$ cat src/rtl/sfd_pkg.sv
// Shared types and constants for the audio-master video sync frame delay block.
package sfd_pkg;

   // Request operation codes.
   typedef enum logic [2:0] {
      OP_VIDEO_FRAME          = 3'd0,
      OP_SET_AUDIO            = 3'd1,
      OP_ADVANCE_AUDIO        = 3'd2,
      OP_SET_PRESENTATION     = 3'd3,
      OP_ADVANCE_PRESENTATION = 3'd4
   } op_type;

   // Configuration register indexes.
   typedef enum logic [1:0] {
      CSR_SYNC_THRESHOLD   = 2'd0,
      CSR_NOSYNC_THRESHOLD = 2'd1,
      CSR_MIN_WAIT         = 2'd2,
      CSR_MAX_WAIT         = 2'd3
   } csr_index_type;

   localparam int unsigned CSR_DATA_W = 27;

   // Request payload.
   typedef struct packed {
      logic [2:0]         operation;
      logic [47:0]        frame_pts_us;
      logic [47:0]        next_pts_us;
      logic [47:0]        now_us;
      logic signed [47:0] amount_us;
   } req_type;

   // Result payload.
   typedef struct packed {
      logic [13:0] wait_ms;
      logic        late;
      logic        capped;
   } rsp_type;

   // Configuration register file.
   typedef struct packed {
      logic [19:0] sync_threshold_us;
      logic [26:0] nosync_threshold_us;
      logic [19:0] min_wait_us;
      logic [23:0] max_wait_us;
   } cfg_type;

   localparam cfg_type CFG_RESET = '{
      sync_threshold_us:   20'd10000,
      nosync_threshold_us: 27'd10000000,
      min_wait_us:         20'd10000,
      max_wait_us:         24'd600000
   };

   // Updated presentation clock and wall time of one video frame.
   typedef struct packed {
      logic signed [49:0] pres_clock_us;
      logic [47:0]        now_us;
   } frame_type;

   // Bounded wait of one video frame.
   typedef struct packed {
      logic [23:0] wait_us;
      logic        late;
      logic        capped;
   } wait_type;

   // Frame gap limits. Stored gaps always stay below one second, so 20 bits hold them.
   localparam int unsigned        GAP_W        = 20;
   localparam logic signed [48:0] GAP_LIMIT_US = 49'sd1000000;
   localparam logic [GAP_W-1:0]   GAP_RESET_US = 20'd200000;

   // Microseconds to milliseconds: wait * 999 / 1000000. The divide by one million
   // is a shift by 6 followed by a reciprocal multiply for 15625, exact for
   // products below 2^34.
   localparam logic [9:0]  MS_NUMERATOR = 10'd999;
   localparam int unsigned PRE_SHIFT    = 6;
   localparam logic [28:0] RECIP_15625  = 29'd281474977;
   localparam int unsigned RECIP_SHIFT  = 42;
   localparam logic [14:0] WAIT_MS_MAX  = 15'd16383;

endpackage

$ cat src/rtl/av_sync_frame_delay.sv
// Audio-master video sync frame delay: top level with request register and control registers.
//
// Requests arrive on req_valid / req_stall / req_payload. A video-frame request
// updates the presentation clock against the audio clock and yields one result
// on rsp_valid / rsp_stall / rsp_payload: the frame hold time in milliseconds
// with late and capped flags. Clock requests (set or advance the audio or
// presentation clock) and unused operation codes give no result.
// The csr_ port writes the four threshold registers; write only while idle.
// The request register, clock update, wait bound, multiply by 999 and reciprocal
// divide are each registered on the way to the result.
// Throughput: one request per cycle without result stalls; the clock state is
// updated in a single stage, so back-to-back requests see each other's effect.
// Reset (synchronous) clears the clocks and previous timestamp, sets the
// previous gap to 200000 us and restores the register defaults.
// When the receiver stalls, the result holds, the stages behind it fill, and
// req_stall rises only once every stage is occupied.
module av_sync_frame_delay (
   input  logic                              clock,
   input  logic                              reset,
   input  logic                              req_valid,
   output logic                              req_stall,
   input  sfd_pkg::req_type                  req_payload,
   output logic                              rsp_valid,
   input  logic                              rsp_stall,
   output sfd_pkg::rsp_type                  rsp_payload,
   input  logic                              csr_write_en,
   input  logic [1:0]                        csr_index,
   input  logic [sfd_pkg::CSR_DATA_W-1:0]    csr_data
);

   sfd_pkg::cfg_type   cfg_ff, cfg_in;
   logic               req_valid_ff, req_valid_in;
   sfd_pkg::req_type   req_ff, req_in;

   logic               state_ready;
   logic               frame_valid;
   sfd_pkg::frame_type frame;
   logic               wait_ready;
   logic               wait_valid;
   sfd_pkg::wait_type  wait_bound;
   logic               scale_ready;
   logic               req_ready;

   // Control register writes.
   always_comb begin
      cfg_in = cfg_ff;
      if (csr_write_en) begin
         unique case (sfd_pkg::csr_index_type'(csr_index))
            sfd_pkg::CSR_SYNC_THRESHOLD:   cfg_in.sync_threshold_us   = csr_data[19:0];
            sfd_pkg::CSR_NOSYNC_THRESHOLD: cfg_in.nosync_threshold_us = csr_data[26:0];
            sfd_pkg::CSR_MIN_WAIT:         cfg_in.min_wait_us         = csr_data[19:0];
            sfd_pkg::CSR_MAX_WAIT:         cfg_in.max_wait_us         = csr_data[23:0];
            default: begin
            end
         endcase
      end
   end

   // Request register.
   assign req_ready = !req_valid_ff || state_ready;
   assign req_stall = !req_ready;

   always_comb begin
      req_in = req_ff;
      if (req_valid && req_ready) begin
         req_valid_in = 1'b1;
         req_in       = req_payload;
      end else if (state_ready) begin
         req_valid_in = 1'b0;
      end else begin
         req_valid_in = req_valid_ff;
      end
   end

   always_ff @(posedge clock) begin
      if (reset) begin
         cfg_ff       <= sfd_pkg::CFG_RESET;
         req_valid_ff <= 1'b0;
      end else begin
         cfg_ff       <= cfg_in;
         req_valid_ff <= req_valid_in;
      end
   end

   always_ff @(posedge clock) begin
      req_ff <= req_in;
   end

   sfd_state u_state (
      .clock     (clock),
      .reset     (reset),
      .cfg       (cfg_ff),
      .in_valid  (req_valid_ff),
      .in_ready  (state_ready),
      .in_req    (req_ff),
      .out_valid (frame_valid),
      .out_ready (wait_ready),
      .out_frame (frame)
   );

   sfd_wait u_wait (
      .clock     (clock),
      .reset     (reset),
      .cfg       (cfg_ff),
      .in_valid  (frame_valid),
      .in_ready  (wait_ready),
      .in_frame  (frame),
      .out_valid (wait_valid),
      .out_ready (scale_ready),
      .out_wait  (wait_bound)
   );

   sfd_scale u_scale (
      .clock     (clock),
      .reset     (reset),
      .in_valid  (wait_valid),
      .in_ready  (scale_ready),
      .in_wait   (wait_bound),
      .out_valid (rsp_valid),
      .out_ready (!rsp_stall),
      .out_rsp   (rsp_payload)
   );

endmodule

$ cat src/rtl/sfd_state.sv
// Clock state and per-frame presentation clock update stage.
module sfd_state (
   input  logic               clock,
   input  logic               reset,
   input  sfd_pkg::cfg_type   cfg,
   input  logic               in_valid,
   output logic               in_ready,
   input  sfd_pkg::req_type   in_req,
   output logic               out_valid,
   input  logic               out_ready,
   output sfd_pkg::frame_type out_frame
);

   logic signed [48:0]       audio_ff, audio_in;
   logic signed [49:0]       pres_ff, pres_in;
   logic [47:0]              prev_pts_ff, prev_pts_in;
   logic [sfd_pkg::GAP_W-1:0] prev_gap_ff, prev_gap_in;
   logic                     valid_ff, valid_in;
   sfd_pkg::frame_type       frame_ff, frame_in;

   logic                     take;
   logic                     is_video;
   logic signed [48:0]       gap_raw;
   logic                     gap_ok;
   logic [sfd_pkg::GAP_W-1:0] gap_sel;
   logic [sfd_pkg::GAP_W-1:0] sync_us;
   logic signed [50:0]       diff;
   logic signed [50:0]       sync_s;
   logic signed [50:0]       nosync_s;
   logic                     in_window;
   logic [26:0]              adj_gap;
   logic signed [49:0]       pres_sum;
   logic signed [48:0]       amount_a;
   logic signed [49:0]       amount_p;

   // A request moves in when this stage is empty or its frame moves on.
   assign in_ready = !valid_ff || out_ready;
   assign take     = in_valid && in_ready;
   assign is_video = (in_req.operation == sfd_pkg::OP_VIDEO_FRAME);

   // Frame gap, falling back to the previous gap when it is not in (0, 1 s).
   always_comb begin
      gap_raw = $signed({1'b0, in_req.frame_pts_us}) - $signed({1'b0, prev_pts_ff});
      gap_ok  = (gap_raw > 49'sd0) && (gap_raw < sfd_pkg::GAP_LIMIT_US);
      gap_sel = gap_ok ? gap_raw[sfd_pkg::GAP_W-1:0] : prev_gap_ff;
   end

   // Drift of the next frame against the audio clock and the resulting correction.
   always_comb begin
      diff      = $signed({3'b000, in_req.next_pts_us}) - $signed({{2{audio_ff[48]}}, audio_ff});
      sync_us   = (gap_sel > cfg.sync_threshold_us) ? gap_sel : cfg.sync_threshold_us;
      sync_s    = $signed({31'd0, sync_us});
      nosync_s  = $signed({24'd0, cfg.nosync_threshold_us});
      in_window = (diff > -nosync_s) && (diff < nosync_s);
      if (in_window && (diff <= -sync_s)) begin
         adj_gap = '0;
      end else if (in_window && (diff >= sync_s)) begin
         adj_gap = diff[26:0];
      end else begin
         adj_gap = {7'd0, gap_sel};
      end
      pres_sum = pres_ff + $signed({23'd0, adj_gap});
   end

   // Sign-extended clock amounts.
   assign amount_a = {in_req.amount_us[47], in_req.amount_us};
   assign amount_p = {{2{in_req.amount_us[47]}}, in_req.amount_us};

   // State update for each operation; unused codes change nothing.
   always_comb begin
      audio_in    = audio_ff;
      pres_in     = pres_ff;
      prev_pts_in = prev_pts_ff;
      prev_gap_in = prev_gap_ff;
      if (take) begin
         unique case (in_req.operation)
            sfd_pkg::OP_VIDEO_FRAME: begin
               prev_pts_in = in_req.frame_pts_us;
               prev_gap_in = gap_sel;
               pres_in     = pres_sum;
            end
            sfd_pkg::OP_SET_AUDIO:            audio_in = amount_a;
            sfd_pkg::OP_ADVANCE_AUDIO:        audio_in = audio_ff + amount_a;
            sfd_pkg::OP_SET_PRESENTATION:     pres_in  = amount_p;
            sfd_pkg::OP_ADVANCE_PRESENTATION: pres_in  = pres_ff + amount_p;
            default: begin
            end
         endcase
      end
   end

   // Only video frames go on to the wait stage.
   always_comb begin
      frame_in = frame_ff;
      if (take) begin
         valid_in               = is_video;
         frame_in.pres_clock_us = pres_sum;
         frame_in.now_us        = in_req.now_us;
      end else if (out_ready) begin
         valid_in = 1'b0;
      end else begin
         valid_in = valid_ff;
      end
   end

   always_ff @(posedge clock) begin
      if (reset) begin
         audio_ff    <= '0;
         pres_ff     <= '0;
         prev_pts_ff <= '0;
         prev_gap_ff <= sfd_pkg::GAP_RESET_US;
         valid_ff    <= 1'b0;
      end else begin
         audio_ff    <= audio_in;
         pres_ff     <= pres_in;
         prev_pts_ff <= prev_pts_in;
         prev_gap_ff <= prev_gap_in;
         valid_ff    <= valid_in;
      end
   end

   always_ff @(posedge clock) begin
      frame_ff <= frame_in;
   end

   assign out_valid = valid_ff;
   assign out_frame = frame_ff;

endmodule

$ cat src/rtl/sfd_wait.sv
// Wait computation stage: presentation clock minus wall time, bounded to the wait window.
module sfd_wait (
   input  logic               clock,
   input  logic               reset,
   input  sfd_pkg::cfg_type   cfg,
   input  logic               in_valid,
   output logic               in_ready,
   input  sfd_pkg::frame_type in_frame,
   output logic               out_valid,
   input  logic               out_ready,
   output sfd_pkg::wait_type  out_wait
);

   logic                 valid_ff, valid_in;
   sfd_pkg::wait_type    wait_ff, wait_in;
   logic                 take;
   logic signed [50:0]   wait_us;
   logic                 late;
   logic                 capped;

   assign in_ready = !valid_ff || out_ready;
   assign take     = in_valid && in_ready;

   // The late test comes first and wins when the bounds conflict.
   always_comb begin
      wait_us = $signed({in_frame.pres_clock_us[49], in_frame.pres_clock_us})
              - $signed({3'b000, in_frame.now_us});
      late    = (wait_us < $signed({31'd0, cfg.min_wait_us}));
      capped  = !late && (wait_us > $signed({27'd0, cfg.max_wait_us}));
   end

   // Bounded wait; within the window it fits in 24 bits.
   always_comb begin
      wait_in = wait_ff;
      if (take) begin
         valid_in       = 1'b1;
         wait_in.late   = late;
         wait_in.capped = capped;
         if (late) begin
            wait_in.wait_us = '0;
         end else if (capped) begin
            wait_in.wait_us = cfg.max_wait_us;
         end else begin
            wait_in.wait_us = wait_us[23:0];
         end
      end else if (out_ready) begin
         valid_in = 1'b0;
      end else begin
         valid_in = valid_ff;
      end
   end

   always_ff @(posedge clock) begin
      if (reset) begin
         valid_ff <= 1'b0;
      end else begin
         valid_ff <= valid_in;
      end
   end

   always_ff @(posedge clock) begin
      wait_ff <= wait_in;
   end

   assign out_valid = valid_ff;
   assign out_wait  = wait_ff;

endmodule

$ cat src/rtl/sfd_scale.sv
// Two-stage conversion of the wait from microseconds to milliseconds, with the result register.
module sfd_scale (
   input  logic              clock,
   input  logic              reset,
   input  logic              in_valid,
   output logic              in_ready,
   input  sfd_pkg::wait_type in_wait,
   output logic              out_valid,
   input  logic              out_ready,
   output sfd_pkg::rsp_type  out_rsp
);

   localparam logic [33:0] MS_MULT = {24'd0, sfd_pkg::MS_NUMERATOR};

   // Scaled product stage.
   logic        prod_valid_ff, prod_valid_in;
   logic [27:0] prod_ff, prod_in;
   logic        late_ff, late_in;
   logic        capped_ff, capped_in;
   // Result stage.
   logic             rsp_valid_ff, rsp_valid_in;
   sfd_pkg::rsp_type rsp_ff, rsp_in;

   logic        prod_ready;
   logic        take_in;
   logic        take_prod;
   logic [33:0] scaled;
   logic [56:0] recip;
   logic [14:0] quot;

   assign prod_ready = !rsp_valid_ff || out_ready;
   assign in_ready   = !prod_valid_ff || prod_ready;
   assign take_in    = in_valid && in_ready;
   assign take_prod  = prod_valid_ff && prod_ready;

   // Multiply by 999, then drop the six low bits of the million divisor.
   always_comb begin
      scaled    = in_wait.wait_us * MS_MULT;
      prod_in   = prod_ff;
      late_in   = late_ff;
      capped_in = capped_ff;
      if (take_in) begin
         prod_valid_in = 1'b1;
         prod_in       = scaled[33:sfd_pkg::PRE_SHIFT];
         late_in       = in_wait.late;
         capped_in     = in_wait.capped;
      end else if (prod_ready) begin
         prod_valid_in = 1'b0;
      end else begin
         prod_valid_in = prod_valid_ff;
      end
   end

   // Divide by 15625 through the reciprocal and saturate to the field width.
   always_comb begin
      recip  = {29'd0, prod_ff} * {28'd0, sfd_pkg::RECIP_15625};
      quot   = recip[56:sfd_pkg::RECIP_SHIFT];
      rsp_in = rsp_ff;
      if (take_prod) begin
         rsp_valid_in   = 1'b1;
         rsp_in.wait_ms = (quot > sfd_pkg::WAIT_MS_MAX) ? sfd_pkg::WAIT_MS_MAX[13:0] : quot[13:0];
         rsp_in.late    = late_ff;
         rsp_in.capped  = capped_ff;
      end else if (out_ready) begin
         rsp_valid_in = 1'b0;
      end else begin
         rsp_valid_in = rsp_valid_ff;
      end
   end

   always_ff @(posedge clock) begin
      if (reset) begin
         prod_valid_ff <= 1'b0;
         rsp_valid_ff  <= 1'b0;
      end else begin
         prod_valid_ff <= prod_valid_in;
         rsp_valid_ff  <= rsp_valid_in;
      end
   end

   always_ff @(posedge clock) begin
      prod_ff   <= prod_in;
      late_ff   <= late_in;
      capped_ff <= capped_in;
      rsp_ff    <= rsp_in;
   end

   assign out_valid = rsp_valid_ff;
   assign out_rsp   = rsp_ff;

endmodule

$ cat config.mk
export PLATFORM = sky130hd
export DESIGN_NAME = av_sync_frame_delay
export DESIGN_NICKNAME = d
export VERILOG_FILES = /design/src/rtl/sfd_pkg.sv /design/src/rtl/av_sync_frame_delay.sv /design/src/rtl/sfd_state.sv /design/src/rtl/sfd_wait.sv /design/src/rtl/sfd_scale.sv
export SDC_FILE = /design/constraint.sdc
export NUM_CORES = 2
export LEC_CHECK = 0
export ABC_CLOCK_PERIOD_IN_PS = 31200
export BUFFER_PORTS_ARGS = -buffer_cell sky130_fd_sc_hd__buf_4
export CORE_ASPECT_RATIO = 0.7
export CORE_MARGIN = 2
export CORE_UTILIZATION = 45
export CTS_CLUSTER_DIAMETER = 120
export CTS_CLUSTER_SIZE = 10
export DETAILED_ROUTE_END_ITERATION = 8
export SYNTH_ARGS = -nofsm -noshare
export SYNTH_HDL_FRONTEND = slang
export SYNTH_SLANG_ARGS = --single-unit
$ cat constraint.sdc
create_clock -name clock -period 31.2 [get_ports clock]
set_input_delay 6.24 -clock clock [delete_from_list [all_inputs] [get_ports clock]]
set_output_delay 6.24 -clock clock [all_outputs]
set_load 0.005 [all_outputs]
======== Yosys cells after proc, flatten, opt, wreduce, memory -nomap -nowiden ========
Cells that the tools add are included.
storage, ports and cells
  bits in registers ....................... 628
  input bits .............................. 229
  output and inout port bits .............. 18
  word-level logic and storage cells ...... 112
operators by class
  add/subtract/negate cells ............... 8
  multiply operators ...................... 2
  $lt $le $gt $ge ......................... 10
  equality and inequality tests ........... 8
  mux-type cells .......................... 17
  reductions and logical operators ........ 38
operators with widths
  kind                                                                             number
  50-bit one-hot mux with 3 select lines                                           1
  49-bit one-hot mux with 2 select lines                                           1
  28-bit by 29-bit multiplier with 57-bit output (second input constant)           1
  27-bit 2-to-1 mux                                                                2
  51-bit by 21-bit greater-or-equal comparator with 1-bit output                   1
  51-bit by 25-bit > comparator with 1-bit output                                  1
  51-bit > comparator                                                              1
  51-bit less-or-equal comparator                                                  1
  51-bit by 21-bit less-than comparator with 1-bit output                          1
  51-bit by 28-bit less-than comparator with 1-bit output                          1
  20-bit negation with 51-bit output                                               1
  27-bit negation with 51-bit output                                               1
  50-bit by 49-bit subtractor with 51-bit output                                   1
  50-bit by 28-bit adder with 50-bit output                                        1
  50-bit by 48-bit adder with 50-bit output                                        1
  49-bit by 49-bit subtractor with 50-bit output                                   1
  49-bit by 48-bit adder with 49-bit output                                        1
  49-bit by 1-bit > comparator with 1-bit output (second input constant)           1
  49-bit by 21-bit less-than comparator with 1-bit output (second input constant)  1
  48-bit by 48-bit subtractor with 49-bit output                                   1
  20-bit 2-to-1 mux                                                                2
  24-bit by 10-bit multiplier with 34-bit output (second input constant)           1
  24-bit 2-to-1 mux                                                                1
  20-bit > comparator                                                              1
  16 further kinds                                                                 57

======== Longest topological paths before layout ========
  word-level depth ........................ 12
  depth in mapped cells ................... 69
  mapped depth without buffers ............ 65

======== Modules after synthesis ========
A second synthesis with hierarchy kept.
second synthesis, totals
  cells, all modules ...................... 6,706
  area, all modules ....................... 62,000.7 um^2
modules (own cells, without submodules)
  module               times used  cells an instance  area an instance (um^2)
  sfd_state            1           3,667              28,519.9
  sfd_scale            1           1,715              18,112.4
  av_sync_frame_delay  1           545                9,536.6
  sfd_wait             1           779                5,831.8

======== Least setup slack after synthesis ========
No wires, ideal clock.
  path type ............................... input -> register
  start ................................... in rsp_stall
  end ..................................... reg req_ff[0] (netlist bit) (enable)
  setup time .............................. 0.754 ns
  data arrival time ....................... 14.825 ns
  setup slack ............................. 15.620 ns
  stages .................................. 5
  path buffers ............................ 1
  cells stage by stage .................... and3_1 clkbuf_1 nand4_1 inv_1 nor2_1
on the way
  cells in the longest elaborated chain, start to end .. 7
RTL lines
  element               line                        source
  from (decl)           av_sync_frame_delay.sv:24   input logic rsp_stall,
  1-bit logical NOT     av_sync_frame_delay.sv:120  .out_ready (!rsp_stall),
  1-bit logical OR      sfd_scale.sv:31             assign prod_ready = !rsp_valid_ff || out_ready;
  1-bit logical OR      sfd_scale.sv:32             assign in_ready = !prod_valid_ff || prod_ready;
  1-bit logical OR      sfd_wait.sv:21              assign in_ready = !valid_ff || out_ready;
  1-bit logical OR      sfd_state.sv:37             assign in_ready = !valid_ff || out_ready;
  1-bit logical OR      av_sync_frame_delay.sv:60   assign req_ready = !req_valid_ff || state_ready;
  1-bit logical AND     av_sync_frame_delay.sv:65   if (req_valid && req_ready) begin
  to (signal assigned)  av_sync_frame_delay.sv:86   req_ff <= req_in;
  to (decl)             av_sync_frame_delay.sv:33   sfd_pkg::req_type req_ff, req_in;
No other way between the ends.
A chain may end at the register's enable or synchronous reset.

======== Worst setup path after layout ========
  start ................................... reg req_ff[156] (netlist bit)
  end ..................................... reg u_state.pres_ff[47]
on the way
  cells in the longest elaborated chain, start to end .. 12
RTL lines
  element                                                                                                                    line                              source
  48-bit by 48-bit subtractor with 49-bit output (*)                                                                         sfd_state.sv:43                   gap_raw = $signed({1'b0, in_req.frame_pts_us}) - $signed({1'b0, prev_pts_ff});
  49-bit by 1-bit > comparator with 1-bit output or 49-bit by 21-bit less-than comparator with 1-bit output (tied branches)  sfd_state.sv:44                   gap_ok = (gap_raw > 49'sd0) && (gap_raw < sfd_pkg::GAP_LIMIT_US);
  1-bit logical AND                                                                                                          sfd_state.sv:44
  20-bit 2-to-1 mux (*)                                                                                                      sfd_state.sv:45                   gap_sel = gap_ok ? gap_raw[sfd_pkg::GAP_W-1:0] : prev_gap_ff;
  via u_state.gap_sel (one bit)                                                                                              sfd_state.sv:25                   logic [sfd_pkg::GAP_W-1:0] gap_sel;
  20-bit > comparator                                                                                                        sfd_state.sv:51                   sync_us = (gap_sel > cfg.sync_threshold_us) ? gap_sel : cfg.sync_threshold_us;
  20-bit 2-to-1 mux                                                                                                          sfd_state.sv:51
  20-bit negation with 51-bit output or 51-bit by 21-bit greater-or-equal comparator with 1-bit output (tied branches)       sfd_state.sv:55, sfd_state.sv:57
  51-bit less-or-equal comparator or 1-bit logical AND (tied branches)                                                       sfd_state.sv:55, sfd_state.sv:57
  1-bit logical AND or 27-bit 2-to-1 mux (tied branches)                                                                     sfd_state.sv:55, sfd_state.sv:57
  27-bit 2-to-1 mux (*)                                                                                                      sfd_state.sv:55                   if (in_window && (diff <= -sync_s)) begin
  50-bit by 28-bit adder with 50-bit output (*)                                                                              sfd_state.sv:62                   pres_sum = pres_ff + $signed({23'd0, adj_gap});
  via u_state.pres_sum[47]                                                                                                   sfd_state.sv:32                   logic signed [49:0] pres_sum;
  50-bit one-hot mux with 3 select lines (*)                                                                                 sfd_state.sv:76                   unique case (in_req.operation)
  to (signal assigned)                                                                                                       sfd_state.sv:115                  pres_ff <= pres_in;
  to (decl)                                                                                                                  sfd_state.sv:15                   logic signed [49:0] pres_ff, pres_in;
Mark *: on every way through the listed nets, which the timed path passes. The rest lies on a longest branch.

==> results.md <==
Yosys:
- Synthesis produced 6,502 cells.
- Of the total synthesized cell area, the portion taken by XOR and XNOR cells is under 10%.
- The average size of a mapped cell is between 9 and 10 um^2.
- Summing the areas of all fa, ha and maj instances in the mapped netlist gives 30.57% of the synthesized area.
- The number of synthesized register bits is 628.
- The most used flip-flop cell after synthesis is edfxtp_1.
- The count of different cell masters after synthesis is between 100 and 150.
- Multiplexer cells account for 1.182% of the synthesized area.
- After synthesis, the largest family of logic cells by area is adder cells.
- The synthesized-area fraction occupied by and/or/nand/nor cells is between 10% and 20%.
- The sequential cell area fraction in the yosys report is ~27%.
- The number of flops mapped to enable cells by yosys is approximately 370.
- The synthesized netlist occupies a cell area of about 60,000 um^2.
- Synthesis produced a netlist with a net count of 7,969.
- The share of the synthesized area in compound gates (AO/OA/AOI/OAI) is between 10% and 20%.
- During synthesis, Yosys emitted a total of 0 warnings.
- In the synthesized netlist the async set-or-reset flop fraction comes to 0%.

Global routing:
- Entering global routing, the biggest net connects 106 pins.
- The via count of the first global-routing pass is 46,570.
- In the global route stage, overall resource usage came out at 26.70%.
- The initial antenna violation count is 5.
- The total global routing overflow is 0.
- The first global-routing pass estimated between 200,000 and 300,000 um of wire.

STA:
- Subtracting the final worst setup slack from the clock period gives 16,470 ps.
- The final count of negative-setup-slack endpoints is 0.
- The number of hold-slack violations in the final timing report is 0.
- On the final layout, the worst hold slack is ~420 ps.
- The worst slew slack as a fraction of its limit is 9.327%.
- The final number of max-transition violations is 0.
- For the pin with the worst max-slew slack, the measured transition is 1349 ps.
- The final critical path takes up 52.79% of the cycle.
- Across the routed clock network, the largest skew measured is around 62 ps.
- Static timing analysis puts the maximum clock frequency at 60.72 MHz.
- Setup repair after global routing left no endpoint under its margin.
- After routing, the total negative slack on setup checks comes to 0 ps.

Detailed routing:
- The routed wire length per instance is 21.79 um.
- The via density per instance is about 5.7.
- The violation count after the first detailed-routing iteration is between 4,000 and 5,000.
- The number of DRC violations after detailed routing is 0.
- The first-pass iteration count of the detailed router is 6.
- The final layout contains routed wiring with a total length of around 190,000 um.
- The via count of the routed design is 48,546.
- In this run the remaining antenna-violating nets after routing total 0.

Placement:
- Routability-driven placement finished with a final weighted congestion of between 0.9 and 1.
- Detailed placement finished with a half-perimeter wire length of 149,400 um.
- The number of I/O port buffers is 246.
- The instance count after placement with tap cells included is 8,374.
- The cell area after placement is ~64,000 um^2.

Min path:
- Along the worst hold path, the cell count comes to 0.
- The path type of the worst min-delay path is reg2reg.
- The hold-critical path endpoint is u_state.out_frame[34].
- The startpoint identified for the worst hold timing path is req_ff[82].

Run:
- The max-cap check violation count is 0.

CTS:
- The number of sinks on the clock net is between 600 and 700.
- The clock edge transition at the registers on the reported setup and hold paths is 70 ps.
- The CTS tree is built.
- The post-CTS setup repair buffer count is 0.
- Buffers inserted during clock tree synthesis total 74.
- The depth of the CTS H-tree is 3.
- The clock latency on the worst-skew pair is about 700 ps.
- The quantity of hold-fixing buffers added after cts is 0.
- After clock tree synthesis, the repair step resized 0 gates.
- The root buffer cell chosen for the clock tree is clkbuf_16.
- The maximum buffer depth of the clock tree is 3.

Worst setup path:
- Counting cells, the worst reg-to-reg path comes to between 50 and 60.
- For the worst setup path, the data arrival time is roughly 17,000 ps.
- The launching point of the worst reg2reg path is req_ff[156].
- The slowest stage of the critical path is the or4_1 cell.
- In this run the critical register-to-register path is captured at u_state.pres_ff[47].
- The critical-path maximum fanout is 27.
- The most numerous cell type found on the critical path is a21o_1.
- The worst setup path is of the reg2reg kind.
- For flop-to-flop paths, the worst setup slack is about 15,000 ps.
- The nature of the critical path endpoint is a register.
- The required time reported for the critical path endpoint is about 32,000 ps.
- The largest single stage delay on the critical path is roughly 920 ps.
- The kind of start point of the critical path is a register.

Final layout:
- Cells fill roughly half of the core in the end.
- The post-layout instance count excluding filler cells is 8,506.
- The net count of the finished layout is between 8,000 and 9,000.
- The summed area of non-filler cells in the final layout is between 60,000 and 70,000 um^2.
- The post-route netlist has under 10% of its cells at a drive strength greater than 1.
- Fill cells in the final layout number between 10,000 and 15,000.
- The antenna diode instance count is 0.
- Relative to the synthesized area, the layout overhead comes to 9.980%.

Die:
- For this configuration, the core starts out at a cell density of between 40% and 50%.
- The area of the die is around 140,000 um^2.
- The die is approximately 310 um tall.
- In this run the core area contains about 110 standard-cell rows.
- The boundary pin count is roughly 250.
- The die is 441.7 um wide.
- After floorplanning, the core was sized to cover ~130,000 um^2.

Power:
- The net switching power figure is ~1.1 mW.
- Combinational logic is responsible for between 30% and 40% of the overall power.
- The proportion of total power due to net switching is around 37%.
- Of the total power, the clock network draws between 20 and 30%.
- The leakage dissipation is ~30 nW.
- Across the VDD grid, the largest voltage drop is between 0.05 and 0.06 mV.
- The total power per unit cell area is roughly 45 nW/um^2.
- Per report_power, the sequential group accounts for 32.8% of the total.
- The design internal power is approximately 1.9 mW.

Outcome:
- The flow ran to the end, and the final reports show no timing, DRC or antenna violations.
[how the worst max path moves through the flow]
stage | end | startpoint | cells past startpoint | slack, ps
2_1_floorplan | req_ff[0] | rsp_stall | 5 | 15620
3_3_place_gp | u_state.pres_ff[47] | req_ff[171] | 56 | 15630
3_5_place_dp | u_state.pres_ff[47] | req_ff[156] | 56 | 15170
4_1_cts | u_state.pres_ff[47] | req_ff[156] | 56 | 15100
5_1_grt | u_state.pres_ff[47] | req_ff[171] | 56 | 13560
6_report | u_state.pres_ff[47] | req_ff[156] | 56 | 14730
[logic make-up after synthesis]
| logic type | count (synthesis) |
|---|---|
| flops | 628 |
| fa+ha+maj | 1238 |
| mux | 64 |
| buf+inv | 1015 |
| compound gates | 1563 |
| simple gates | 1694 |
| xor+xnor | 300 |
[sequential cells by signal, summed over array words and instances, names as in the netlist]
| register | flops |
|---|---|
| req_ff | 195 |
| u_state.out_frame | 98 |
| cfg_ff | 91 |
| u_state.pres_ff | 50 |
| u_state.audio_ff | 49 |
| u_state.prev_pts_ff | 48 |
| u_scale.prod_ff | 28 |
| u_wait.out_wait | 26 |
| u_state.prev_gap_ff | 20 |
| u_scale.out_rsp | 16 |
| req_valid_ff | 1 |
| u_scale.capped_ff | 1 |
| u_scale.late_ff | 1 |
| u_scale.out_valid | 1 |
| u_scale.prod_valid_ff | 1 |
| u_state.out_valid | 1 |
| u_wait.out_valid | 1 |
[power groups by stage]
| stage | clock, mW | combinational (mW) | sequential, mW |
|---|---|---|---|
| CTS | 0.857 | 1.15 | 0.974 |
| finish | 0.838 | 1.16 | 0.974 |
| detailed placement | 0 | 1.14 | 0.992 |
| global route | 0.888 | 1.31 | 0.977 |
| floorplan | 0 | 0.814 | 0.973 |
| global placement | 0 | 1.13 | 0.991 |
[metal layers]
| metal | track usage [%] | wire length [um] |
|---|---|---|
| met1 | 39.13 | 88840 |
| met2 | 41.99 | 81520 |
| met3 | 2.730 | 10090 |
| met4 | 7.129 | 4909 |
| met5 | 0 | 0 |
[Yosys cell counts (15+ instances only)]
cell	n	area, um^2
xnor2_1	207	1813
or3_1	30	187.7
a21boi_0	16	120.1
a31oi_1	29	181.4
dfxtp_1	263	5265
and4_1	22	192.7
clkbuf_1	173	649.4
xor2_1	92	805.8
a211oi_1	73	548.0
or4_1	20	150.1
nand2b_1	49	306.5
a311oi_1	25	219.0
ha_1	844	10560
inv_1	808	3033
o21a_1	71	533.0
buf_2	18	90.09
nand3b_1	18	135.1
or2_2	20	125.1
o21bai_1	47	352.8
o211ai_1	27	202.7
a22o_1	27	236.5
and2_1	30	187.7
nor3_1	140	700.7
nand4_1	93	581.8
o31ai_1	20	150.1
mux2i_1	41	410.4
a21oi_1	545	2728
nor4_1	42	262.8
a221oi_1	30	262.8
a2111oi_0	15	131.4
nor2b_1	58	362.9
a21o_1	240	1802
o21ai_0	203	1016
edfxtp_1	365	10960
nand3_1	102	510.5
and3_1	49	306.5
fa_1	394	7888
nand2_1	549	2061
nor2_1	418	1569
a211o_1	35	306.5
[cells in the final DEF, fill, tap and decap left out, types with 92 or more instances in the layout]
| cell type | instances |
|---|---|
| fa_1 | 394 |
| nand2_1 | 548 |
| nor3_1 | 139 |
| nand4_1 | 93 |
| dfxtp_1 | 263 |
| ha_1 | 844 |
| nand3_1 | 102 |
| edfxtp_1 | 365 |
| nor2_1 | 415 |
| inv_1 | 807 |
| buf_4 | 311 |
| a21o_1 | 240 |
| a21oi_1 | 545 |
| o21ai_0 | 203 |
| xnor2_1 | 207 |
| xor2_1 | 92 |
[stage by stage]
step | power (mW) | setup WS (ps)
after detailed placement | 2.135 | 15170
after floorplan | 1.787 | 15620
final | 2.969 | 14730
after CTS | 2.985 | 15100
after global routing | 3.173 | 13560
after global placement | 2.120 | 15630
[worst max-delay path, delay by kind of cell (launching register included)]
family | cells | cell delay [ps]
mux | 3 | 1090
fa+ha+maj | 4 | 1340
flops | 1 | 410
simple gates | 14 | 4620
compound gates | 31 | 8000
xor+xnor | 1 | 160
buf+inv | 3 | 700
[area by class of cell]
type,count,area (um^2),share of cell area (%)
Multi-Input combinational cell,4859,40360,60.81
Sequential cell,628,16230,24.44
Inverter,808,3035,4.573
Timing Repair Buffer,312,2349,3.538
Tap cell,1767,2211,3.331
Clock buffer,122,2032,3.061
Clock inverter,10,162.7,0.2450
No activity file was read; power rests on OpenSTA's default activity.
